## config.mk

```make
export PLATFORM = sky130hd
export DESIGN_NAME = sha1_message_hasher_flat
export DESIGN_NICKNAME = d
export VERILOG_FILES = /design/src/rtl/core/sha1h_pkg.sv /design/src/rtl/core/sha1h_if.sv /design/src/rtl/core/sha1h_dp.sv /design/src/rtl/core/sha1h_ctrl.sv /design/src/rtl/core/sha1_message_hasher.sv /design/src/flat_wrapper.sv
export SDC_FILE = /design/constraint.sdc
export NUM_CORES = 2
export LEC_CHECK = 0
export BUFFER_PORTS_ARGS = -buffer_cell sky130_fd_sc_hd__buf_2
export CAP_MARGIN = 20
export CORE_MARGIN = 3
export CORE_UTILIZATION = 69
export CTS_BUF_LIST = sky130_fd_sc_hd__clkbuf_4 sky130_fd_sc_hd__clkbuf_8 sky130_fd_sc_hd__clkbuf_16
export CTS_CLUSTER_SIZE = 25
export DETAILED_ROUTE_END_ITERATION = 7
export GPL_TIMING_DRIVEN = 0
export HOLD_SLACK_MARGIN = 0.02
export PLACE_DENSITY = 0.85
export REMOVE_ABC_BUFFERS = 1
export SETUP_SLACK_MARGIN = 0.3
export SYNTH_ARGS = -nofsm -noshare
export SYNTH_HDL_FRONTEND = slang
export SYNTH_SLANG_ARGS = --single-unit
```

## constraint.sdc

```tcl
create_clock -name clk -period 46.8 [get_ports clk]
set_input_delay 9.36 -clock clk [delete_from_list [all_inputs] [get_ports clk]]
set_output_delay 9.36 -clock clk [all_outputs]
set_load 0.03 [all_outputs]
```

## src/rtl/core/sha1h_pkg.sv

```systemverilog
`timescale 1ns / 1ps
// ----------------------------------------------------------------------------
// sha1h_pkg
// Shared types and constants for the streaming SHA-1 hasher.
// ----------------------------------------------------------------------------
package sha1h_pkg;

  // Channel payloads
  typedef struct packed {
    logic [7:0] msg_byte;
    logic       byte_valid;
    logic       is_last;
  } in_item_t;

  typedef struct packed {
    logic [31:0] digest_word;
    logic [2:0]  word_index;
    logic        last_word;
  } out_item_t;

  // Round constants
  localparam logic [31:0] K_R0 = 32'h5A82_7999;
  localparam logic [31:0] K_R1 = 32'h6ED9_EBA1;
  localparam logic [31:0] K_R2 = 32'h8F1B_BCDC;
  localparam logic [31:0] K_R3 = 32'hCA62_C1D6;

  // Initial chaining value, entry 0 is word H0
  localparam logic [4:0][31:0] INIT_VECTOR = {
    32'hC3D2_E1F0, 32'h1032_5476, 32'h98BA_DCFE, 32'hEFCD_AB89, 32'h6745_2301
  };

  localparam logic [7:0] PAD_BYTE  = 8'h80;
  localparam logic [5:0] LEN_POS   = 6'd56;  // first byte of the length field
  localparam logic [5:0] FILL_LAST = 6'd63;  // last byte of a block

  localparam logic [6:0] ROUND_P1   = 7'd20;
  localparam logic [6:0] ROUND_P2   = 7'd40;
  localparam logic [6:0] ROUND_P3   = 7'd60;
  localparam logic [6:0] ROUND_LAST = 7'd79;

  localparam logic [2:0] LAST_WORD_IDX = 3'd4;

  // Source of the byte shifted into the block buffer
  typedef enum logic [1:0] {
    SRC_MSG  = 2'd0,
    SRC_PAD  = 2'd1,
    SRC_ZERO = 2'd2,
    SRC_LEN  = 2'd3
  } byte_src_t;

  // Round function group
  typedef enum logic [1:0] {
    PH_CHOOSE = 2'd0,
    PH_PARITY = 2'd1,
    PH_MAJOR  = 2'd2,
    PH_PAR_HI = 2'd3
  } phase_t;

  // Controller to datapath
  typedef struct packed {
    logic      shift_en;   // shift one byte into the buffer
    byte_src_t src;
    logic      cnt_inc;    // message byte counted
    logic      load_wv;    // working variables from chaining value
    logic      round_en;
    phase_t    phase;
    logic      add_chain;
    logic      restart;    // back to initial vector, count cleared
    logic [2:0] word_sel;
  } dp_cmd_t;

  // Datapath to controller
  typedef struct packed {
    logic fill_last;
    logic fill_len;
  } dp_stat_t;

endpackage

```

## src/rtl/core/sha1h_if.sv

```systemverilog
`timescale 1ns / 1ps
// ----------------------------------------------------------------------------
// sha1h_if
// Valid/ready channels for message bytes and digest words.
// ----------------------------------------------------------------------------
interface sha1h_in_if;
  logic                 valid;
  logic                 ready;
  sha1h_pkg::in_item_t  data;

  modport source (output valid, output data, input ready);
  modport sink (input valid, input data, output ready);
endinterface

interface sha1h_out_if;
  logic                 valid;
  logic                 ready;
  sha1h_pkg::out_item_t data;

  modport source (output valid, output data, input ready);
  modport sink (input valid, input data, output ready);
endinterface

```

## src/rtl/core/sha1h_dp.sv

```systemverilog
`timescale 1ns / 1ps
// ----------------------------------------------------------------------------
// sha1h_dp
// Block buffer / schedule shift line, round unit, chaining value and counts.
// ----------------------------------------------------------------------------
module sha1h_dp import sha1h_pkg::*; (
  input  logic      clk,
  input  logic      rst_n,
  input  logic [7:0] in_byte,
  input  dp_cmd_t   cmd,
  output dp_stat_t  stat,
  output out_item_t out_item
);

  // Bytes enter at the low end; the oldest schedule word sits at the top.
  logic [511:0]      blk_r;
  logic [5:0]        fill_r;
  logic [60:0]       cnt_r;
  logic [4:0][31:0]  chain_r;
  logic [31:0]       a_r, b_r, c_r, d_r, e_r;

  logic [63:0] len;
  logic [7:0]  len_byte;
  logic [7:0]  byte_sel;
  logic [31:0] w0, w2, w8, w13, w_mix, w_new;
  logic [31:0] f, k, tmp;

  assign len      = {cnt_r, 3'b000};
  assign len_byte = 8'(len >> {~fill_r[2:0], 3'b000});

  always_comb begin
    case (cmd.src)
      SRC_MSG:  byte_sel = in_byte;
      SRC_PAD:  byte_sel = PAD_BYTE;
      SRC_ZERO: byte_sel = 8'h00;
      SRC_LEN:  byte_sel = len_byte;
      default:  byte_sel = 8'h00;
    endcase
  end

  // Window holds W[t..t+15]; next word is W[t+16]
  assign w0    = blk_r[511:480];
  assign w2    = blk_r[447:416];
  assign w8    = blk_r[255:224];
  assign w13   = blk_r[95:64];
  assign w_mix = w13 ^ w8 ^ w2 ^ w0;
  assign w_new = {w_mix[30:0], w_mix[31]};

  always_comb begin
    case (cmd.phase)
      PH_CHOOSE: begin
        f = (b_r & c_r) | (~b_r & d_r);
        k = K_R0;
      end
      PH_PARITY: begin
        f = b_r ^ c_r ^ d_r;
        k = K_R1;
      end
      PH_MAJOR: begin
        f = (b_r & c_r) | (b_r & d_r) | (c_r & d_r);
        k = K_R2;
      end
      default: begin
        f = b_r ^ c_r ^ d_r;
        k = K_R3;
      end
    endcase
  end

  assign tmp = {a_r[26:0], a_r[31:27]} + f + e_r + k + w0;

  always_ff @(posedge clk) begin
    if (cmd.shift_en) begin
      blk_r <= {blk_r[503:0], byte_sel};
    end else if (cmd.round_en) begin
      blk_r <= {blk_r[479:0], w_new};
    end

    if (cmd.load_wv) begin
      a_r <= chain_r[0];
      b_r <= chain_r[1];
      c_r <= chain_r[2];
      d_r <= chain_r[3];
      e_r <= chain_r[4];
    end else if (cmd.round_en) begin
      a_r <= tmp;
      b_r <= a_r;
      c_r <= {b_r[1:0], b_r[31:2]};
      d_r <= c_r;
      e_r <= d_r;
    end
  end

  always_ff @(posedge clk) begin
    if (!rst_n) begin
      fill_r  <= '0;
      cnt_r   <= '0;
      chain_r <= INIT_VECTOR;
    end else begin
      if (cmd.shift_en) begin
        fill_r <= fill_r + 6'd1;
      end
      if (cmd.restart) begin
        cnt_r   <= '0;
        chain_r <= INIT_VECTOR;
      end else begin
        if (cmd.cnt_inc) begin
          cnt_r <= cnt_r + 61'd1;
        end
        if (cmd.add_chain) begin
          chain_r[0] <= chain_r[0] + a_r;
          chain_r[1] <= chain_r[1] + b_r;
          chain_r[2] <= chain_r[2] + c_r;
          chain_r[3] <= chain_r[3] + d_r;
          chain_r[4] <= chain_r[4] + e_r;
        end
      end
    end
  end

  assign stat.fill_last = (fill_r == FILL_LAST);
  assign stat.fill_len  = (fill_r == LEN_POS);

  always_comb begin
    case (cmd.word_sel)
      3'd0:    out_item.digest_word = chain_r[0];
      3'd1:    out_item.digest_word = chain_r[1];
      3'd2:    out_item.digest_word = chain_r[2];
      3'd3:    out_item.digest_word = chain_r[3];
      default: out_item.digest_word = chain_r[4];
    endcase
  end
  assign out_item.word_index = cmd.word_sel;
  assign out_item.last_word  = (cmd.word_sel == LAST_WORD_IDX);

endmodule

```

## src/rtl/core/sha1h_ctrl.sv

```systemverilog
`timescale 1ns / 1ps
// ----------------------------------------------------------------------------
// sha1h_ctrl
// Sequencer: byte intake, padding, round count and digest readout.
// ----------------------------------------------------------------------------
module sha1h_ctrl import sha1h_pkg::*; (
  input  logic     clk,
  input  logic     rst_n,
  input  logic     in_valid,
  input  logic     in_byte_valid,
  input  logic     in_is_last,
  output logic     in_ready,
  output logic     out_valid,
  input  logic     out_ready,
  input  dp_stat_t stat,
  output dp_cmd_t  cmd
);

  localparam logic [2:0] ST_IDLE   = 3'd0;
  localparam logic [2:0] ST_PAD80  = 3'd1;
  localparam logic [2:0] ST_PADZ   = 3'd2;
  localparam logic [2:0] ST_PADLEN = 3'd3;
  localparam logic [2:0] ST_ROUND  = 3'd4;
  localparam logic [2:0] ST_FOLD   = 3'd5;
  localparam logic [2:0] ST_OUT    = 3'd6;

  logic [2:0] state_r, state_nxt;
  logic [2:0] ret_r, ret_nxt;      // where to go after the chaining update
  logic [6:0] round_r, round_nxt;
  logic [2:0] word_r, word_nxt;

  always_comb begin
    cmd       = '0;
    cmd.src   = SRC_MSG;
    cmd.phase = PH_CHOOSE;
    state_nxt = state_r;
    ret_nxt   = ret_r;
    round_nxt = round_r;
    word_nxt  = word_r;
    in_ready  = 1'b0;
    out_valid = 1'b0;

    unique case (state_r)
      ST_IDLE: begin
        in_ready = 1'b1;
        if (in_valid) begin
          if (in_byte_valid) begin
            cmd.shift_en = 1'b1;
            cmd.cnt_inc  = 1'b1;
          end
          if (in_byte_valid && stat.fill_last) begin
            cmd.load_wv = 1'b1;
            round_nxt   = '0;
            state_nxt   = ST_ROUND;
            ret_nxt     = in_is_last ? ST_PAD80 : ST_IDLE;
          end else if (in_is_last) begin
            state_nxt = ST_PAD80;
          end
        end
      end
      ST_PAD80: begin
        cmd.shift_en = 1'b1;
        cmd.src      = SRC_PAD;
        if (stat.fill_last) begin
          cmd.load_wv = 1'b1;
          round_nxt   = '0;
          state_nxt   = ST_ROUND;
          ret_nxt     = ST_PADZ;
        end else begin
          state_nxt = ST_PADZ;
        end
      end
      ST_PADZ: begin
        if (stat.fill_len) begin
          state_nxt = ST_PADLEN;
        end else begin
          cmd.shift_en = 1'b1;
          cmd.src      = SRC_ZERO;
          // no room for the length: finish this block, pad a fresh one
          if (stat.fill_last) begin
            cmd.load_wv = 1'b1;
            round_nxt   = '0;
            state_nxt   = ST_ROUND;
            ret_nxt     = ST_PADZ;
          end
        end
      end
      ST_PADLEN: begin
        cmd.shift_en = 1'b1;
        cmd.src      = SRC_LEN;
        if (stat.fill_last) begin
          cmd.load_wv = 1'b1;
          round_nxt   = '0;
          state_nxt   = ST_ROUND;
          ret_nxt     = ST_OUT;
        end
      end
      ST_ROUND: begin
        cmd.round_en = 1'b1;
        if (round_r < ROUND_P1) begin
          cmd.phase = PH_CHOOSE;
        end else if (round_r < ROUND_P2) begin
          cmd.phase = PH_PARITY;
        end else if (round_r < ROUND_P3) begin
          cmd.phase = PH_MAJOR;
        end else begin
          cmd.phase = PH_PAR_HI;
        end
        round_nxt = round_r + 7'd1;
        if (round_r == ROUND_LAST) begin
          state_nxt = ST_FOLD;
        end
      end
      ST_FOLD: begin
        cmd.add_chain = 1'b1;
        word_nxt      = '0;
        state_nxt     = ret_r;
      end
      ST_OUT: begin
        out_valid    = 1'b1;
        cmd.word_sel = word_r;
        if (out_ready) begin
          if (word_r == LAST_WORD_IDX) begin
            cmd.restart = 1'b1;
            state_nxt   = ST_IDLE;
          end else begin
            word_nxt = word_r + 3'd1;
          end
        end
      end
      default: begin
        state_nxt = ST_IDLE;
      end
    endcase
  end

  always_ff @(posedge clk) begin
    if (!rst_n) begin
      state_r <= ST_IDLE;
      ret_r   <= ST_IDLE;
      round_r <= '0;
      word_r  <= '0;
    end else begin
      state_r <= state_nxt;
      ret_r   <= ret_nxt;
      round_r <= round_nxt;
      word_r  <= word_nxt;
    end
  end

endmodule

```

## src/rtl/core/sha1_message_hasher.sv

```systemverilog
`timescale 1ns / 1ps
// Intake: one byte per cycle while idle; each full 64-byte block then holds
//   intake through 80 rounds of the single round unit and the fold.
// End of message: padding, then one or two block compressions, then five
//   digest words, one per accepted output transaction.
// Reset (synchronous, active low) restores the initial vector and clears counts.
// ----------------------------------------------------------------------------
// sha1_message_hasher
// Streaming SHA-1: byte intake, padding, compression and digest readout.
// ----------------------------------------------------------------------------
module sha1_message_hasher import sha1h_pkg::*; (
  input  logic               clk,
  input  logic               rst_n,
  sha1h_in_if.sink           in_ch,
  sha1h_out_if.source        out_ch
);

  dp_cmd_t   cmd;
  dp_stat_t  stat;
  out_item_t out_item;

  sha1h_ctrl u_ctrl (
    .clk           (clk),
    .rst_n         (rst_n),
    .in_valid      (in_ch.valid),
    .in_byte_valid (in_ch.data.byte_valid),
    .in_is_last    (in_ch.data.is_last),
    .in_ready      (in_ch.ready),
    .out_valid     (out_ch.valid),
    .out_ready     (out_ch.ready),
    .stat          (stat),
    .cmd           (cmd)
  );

  sha1h_dp u_dp (
    .clk      (clk),
    .rst_n    (rst_n),
    .in_byte  (in_ch.data.msg_byte),
    .cmd      (cmd),
    .stat     (stat),
    .out_item (out_item)
  );

  assign out_ch.data = out_item;

endmodule

```

## src/flat_wrapper.sv

```systemverilog
// flat-port wrapper written by rule: the top's interface ports become plain ports
module sha1_message_hasher_flat import sha1h_pkg::*;
  (clk, rst_n, in_ch_valid, in_ch_data, in_ch_ready, out_ch_valid, out_ch_data, out_ch_ready);
  sha1h_in_if in_ch_i ();
  sha1h_out_if out_ch_i ();
  input  logic clk;
  input  logic rst_n;
  input wire logic [$bits(in_ch_i.valid)-1:0] in_ch_valid;
  input wire logic [$bits(in_ch_i.data)-1:0] in_ch_data;
  output wire logic [$bits(in_ch_i.ready)-1:0] in_ch_ready;
  output wire logic [$bits(out_ch_i.valid)-1:0] out_ch_valid;
  output wire logic [$bits(out_ch_i.data)-1:0] out_ch_data;
  input wire logic [$bits(out_ch_i.ready)-1:0] out_ch_ready;
  assign in_ch_i.valid = in_ch_valid;
  assign in_ch_i.data = in_ch_data;
  assign in_ch_ready = in_ch_i.ready;
  assign out_ch_valid = out_ch_i.valid;
  assign out_ch_data = out_ch_i.data;
  assign out_ch_i.ready = out_ch_ready;
  sha1_message_hasher u_core (.clk(clk), .rst_n(rst_n), .in_ch(in_ch_i), .out_ch(out_ch_i));
endmodule
```

==> flow_summary.yaml <==
timing:
  final.setup_skew_ns: 0.0321
  tightest_slew_ns: 1.22
  max_slew_margin_pct: 18.2
  final_hold_viol_count: 0
  fin_crit_sh_pct: 31.2
  maxSlewViolCount: 0
  period_needed_ns: 14.60
  setup_viol: 0
  rsz0062_at_grt: "no"
  fmax_ghz: 0.0685
critical_path:
  rrSetupSlack_ns: 38.92
  path_cells: "inv_1 > nand3_1 > inv_1 > nand2_1 > clkinv_1 > nor3_2 > buf_6 > buf_6 > a222oi_1 > a21oi_1 > buf_2"
  worstPathMaxFanout: 14
  worstPathArrival_ns: 5.24
  reg2reg_to: "u_core.u_dp.a_r[31]$_DFFE_PP_"
  slowest_stage: "nor3_2"
  critPathMaxStageDelay_ns: 0.86
  rr_worst_depth: 23
  worstReg2RegStart: "u_core.u_ctrl.state_r[2]$_SDFFE_PN0P_"
  endpoint_kind: "primary output"
  critPathRequiredTime_ns: 37.44
  crit_type: "flop to primary output"
  cp-start-kind: "flop"
power_and_ir_drop:
  power_uw: 3300
  p_leak_uw: 0.0242
  irDropWorstVdd_mv: 0.0427
  power.density_mw_per_mm2: 57.2
detailed_routing:
  wl_per_cell_um: 20.2
  drc: 0
  vias_per_cell: 6.24
  drt_pass1_iterations: 8
  vias: 42500
  drt_iter0_drc: 5167
  ant_nets: 0
  wl_um: 138000
floorplanning:
  chipHeight_um: 282
  chipWidth_um: 282
  die_area_mm2: 0.0795
  initial_core_util_pct: 70.2
  core-area_mm2: 0.0749
  rows: 100
  ios: 52
placed_design:
  dp_hpwl_um: 95800
  placed_area_mm2: 0.0544
  io_buffers: 51
  gp_congestion: 1.02
synth:
  ys.flop_type: "edfxtp_1"
  synth_compound_area_share_pct: 12.2
  ys_seq_area_share_pct: 47.6
  synthAdderAreaFrac_pct: 9.61
  synth-seq-cells: 915
  async_flop_share_pct: 0
  syn_avg_cell_area_um2: 9.05
  synthSimpleGateAreaFrac_pct: 20.5
  synth_top_family_by_area: "simple AND/OR/NAND/NOR gates"
  synthesis.yosys.warnings: 0
  muxShareOfSynthArea_pct: 0.904
  synth_cell_types: 81
  synth_edf_count: 672
  synthesis.instances: 5812
  yosys.area_share.xor_xnor_pct: 5.01
  synth_area_mm2: 0.0526
cts:
  root_buffer: "clkbuf_16"
  clk_pin_slew_ns: 0.06
  cts_resized: 0
  cts_tree: "yes"
  cts_buffer_depth: 3
  clkLatencyLatePin_ns: 0.68
  htreeDepth: 3
  cts_hold_buf: 0
  cts_buffers: 97
  cts.sinks: 915
  cts_setup_buffers: 0
status:
  outcome: "finished, final reports clean"
global_route:
  grt_pass1_vias: 40700
  grt_max_degree: 98
  grt_usage_pct: 34.5
  antenna_found_initial: 2
  grt_overflow: 0
  grt_first_pass_wirelength_um: 217000
layout:
  stdcell_area_mm2: 0.0578
  syn_to_final_growth_pct: 9.87
  drive_gt1_share_pct: 5.62
  final_nets: 6096
  fin_util_pct: 77.1
min_path:
  hold_end: "u_core.u_dp.chain_r[146]$_SDFFE_PP0N_"
  hold_start: "u_core.u_dp.chain_r[146]$_SDFFE_PP0N_"
  worstHoldPathCells: 2
  hp-class: "flop to flop"
job:
  maxCapViolations: 0
Yosys cell counts (5+ instances only):
cell type  number  share of area (%)
a211o_1         9               0.15
a211oi_1       31               0.44
and3_1         27               0.32
o41ai_1         5              0.083
clkbuf_1      239                1.7
fa_1          125                4.8
and4_1          6               0.10
a31oi_1        14               0.17
nand3_1        90               0.86
nand3b_1       14               0.20
mux4_2         13               0.56
nor2_1        255                1.8
xnor2_1       204                3.4
o211ai_1       62               0.89
a221oi_1       36               0.60
dfxtp_1       243                9.3
ha_1          204                4.9
o31ai_1        15               0.21
inv_1         310                2.2
nor4_1          9               0.11
o21a_1         23               0.33
o21ai_0       292                2.8
nor3b_1        11               0.16
a21boi_0       11               0.16
nor3_1         58               0.55
a21oi_1       331                3.2
mux2i_1        16               0.30
xor2_1         97                1.6
or3_1          29               0.35
nor4b_1         6               0.10
nand2b_1       33               0.39
nand2_1      1974                 14
a222oi_1       32               0.61
o311ai_0        9               0.15
and2_1         22               0.26
a221o_1         5              0.095
o21ai_1        14               0.13
edfxtp_1      672                 38
nand4_1        32               0.38
nor2b_1        34               0.40
or2_2           5              0.059
o21bai_1       18               0.26
a21o_1         92                1.3
buf_1          19               0.14
placed cells by master (no fill, tap or decap), drive strengths merged, types with 9 or more instances in the layout:
| cell type | netlist | routed |
|---|---|---|
| nand2 | 1975 | 1975 |
| edfxtp | 672 | 672 |
| a21oi | 331 | 331 |
| inv | 310 | 313 |
| o21ai | 306 | 306 |
| nor2 | 255 | 255 |
| dfxtp | 243 | 243 |
| xnor2 | 204 | 204 |
| ha | 204 | 204 |
| clkbuf | 239 | 129 |
| fa | 125 | 125 |
| buf | 26 | 107 |
| xor2 | 97 | 97 |
| a21o | 92 | 92 |
| nand3 | 91 | 91 |
| o211ai | 62 | 62 |
| nor3 | 62 | 62 |
| a221oi | 36 | 36 |
| nor2b | 34 | 34 |
| nand2b | 33 | 33 |
| clkinv | 1 | 33 |
| a222oi | 32 | 32 |
| nand4 | 32 | 32 |
| a211oi | 32 | 32 |
| or3 | 29 | 29 |
| and3 | 27 | 27 |
| o21a | 23 | 23 |
| and2 | 23 | 23 |
| o21bai | 18 | 18 |
| mux2i | 16 | 16 |
| o31ai | 15 | 15 |
| a31oi | 14 | 14 |
| nand3b | 14 | 14 |
| mux4 | 13 | 13 |
| a21boi | 11 | 11 |
| nor3b | 11 | 11 |
| bufinv | 0 | 10 |
| nor4 | 10 | 10 |
| a211o | 9 | 9 |
| o311ai | 9 | 9 |
layer usage:
metal | GRT usage (%) | vias up | wire length (µm)
met5 | 0 | - | 0
met4 | 17.5 | 0 | 7820
met3 | 5.81 | 415 | 12400
met2 | 55.6 | 2066 | 64500
met1 | 45.7 | 20300 | 52900
li1 | - | 19700 | -
state kept, by name, indices dropped and copies added, names as in the netlist, 32 cells and up:
name	count
u_core.u_dp.chain_r	160
u_core.u_dp.d_r	32
u_core.u_dp.blk_r	512
u_core.u_dp.b_r	32
u_core.u_dp.c_r	32
u_core.u_dp.cnt_r	61
u_core.u_dp.a_r	32
u_core.u_dp.e_r	32
worst max-delay path by stage:
| stage | startpoint | end | slack [ns] | cells past startpoint |
|---|---|---|---|---|
| after floorplan | in_ch_valid | u_core.u_dp.a_r[0]$_DFFE_PP_ | 4.37 | 4 |
| after global placement | in_ch_data[1] | u_core.u_dp.blk_r[325]$_DFFE_PP_ | -14.11 | 4 |
| after detailed placement | u_core.u_ctrl.state_r[0]$_SDFFE_PN0P_ | out_ch_data[25] | 33.11 | 11 |
| after CTS | u_core.u_ctrl.state_r[0]$_SDFFE_PN0P_ | out_ch_data[25] | 32.40 | 11 |
| after global routing | u_core.u_ctrl.state_r[0]$_SDFFE_PN0P_ | out_ch_data[25] | 32.01 | 11 |
| final | u_core.u_ctrl.state_r[0]$_SDFFE_PN0P_ | out_ch_data[25] | 32.20 | 11 |
report_power, final:
group          leakage, µW  switching [µW]  total, µW  internal (µW)
combinational       0.0142             652       1080            425
sequential         0.00838             172       1420           1240
clock              0.00166             338        811            473
stage by stage:
step           setup slack (ns)  instances  hold slack, ns  TNS [ns]
2_1_floorplan              4.37       5547           0.441         0
3_3_place_gp             -14.11       6567           0.456  -9737.90
3_5_place_dp              33.11       6622           0.484         0
4_1_cts                   32.40       6802           0.494         0
5_1_grt                   32.01       6803           0.519         0
6_report                  32.20       6804           0.496         0
worst max-delay path: cells and delay by family, from the launching register on:
kind / cells / cell delay (ns)
buffers and inverters: 6 / 1.79
AND/OR/NAND/NOR: 3 / 1.66
flip-flops: 1 / 0.62
AO/OA/AOI/OAI: 2 / 0.47
layout make-up:
class,instances,area (µm²)
timing repair buffer,107,1520
fill,4810,17200
sequential,915,25000
antenna,1,2.50
multi-input combinational,4321,25500
clock buffer,129,2760
tap,969,1210
clock inverter,51,602
inverter,311,1170
kinds of logic after synthesis:
logic type,count (synthesis)
DFF,915
xor gates and xnor gates,301
AOI/OAI and AO/OA,1037
muxes,31
and+or+nand+nor,2623
buffers and inverters,576
adders and majority gates,329
Note: power is estimated with default switching activity, not from simulation.
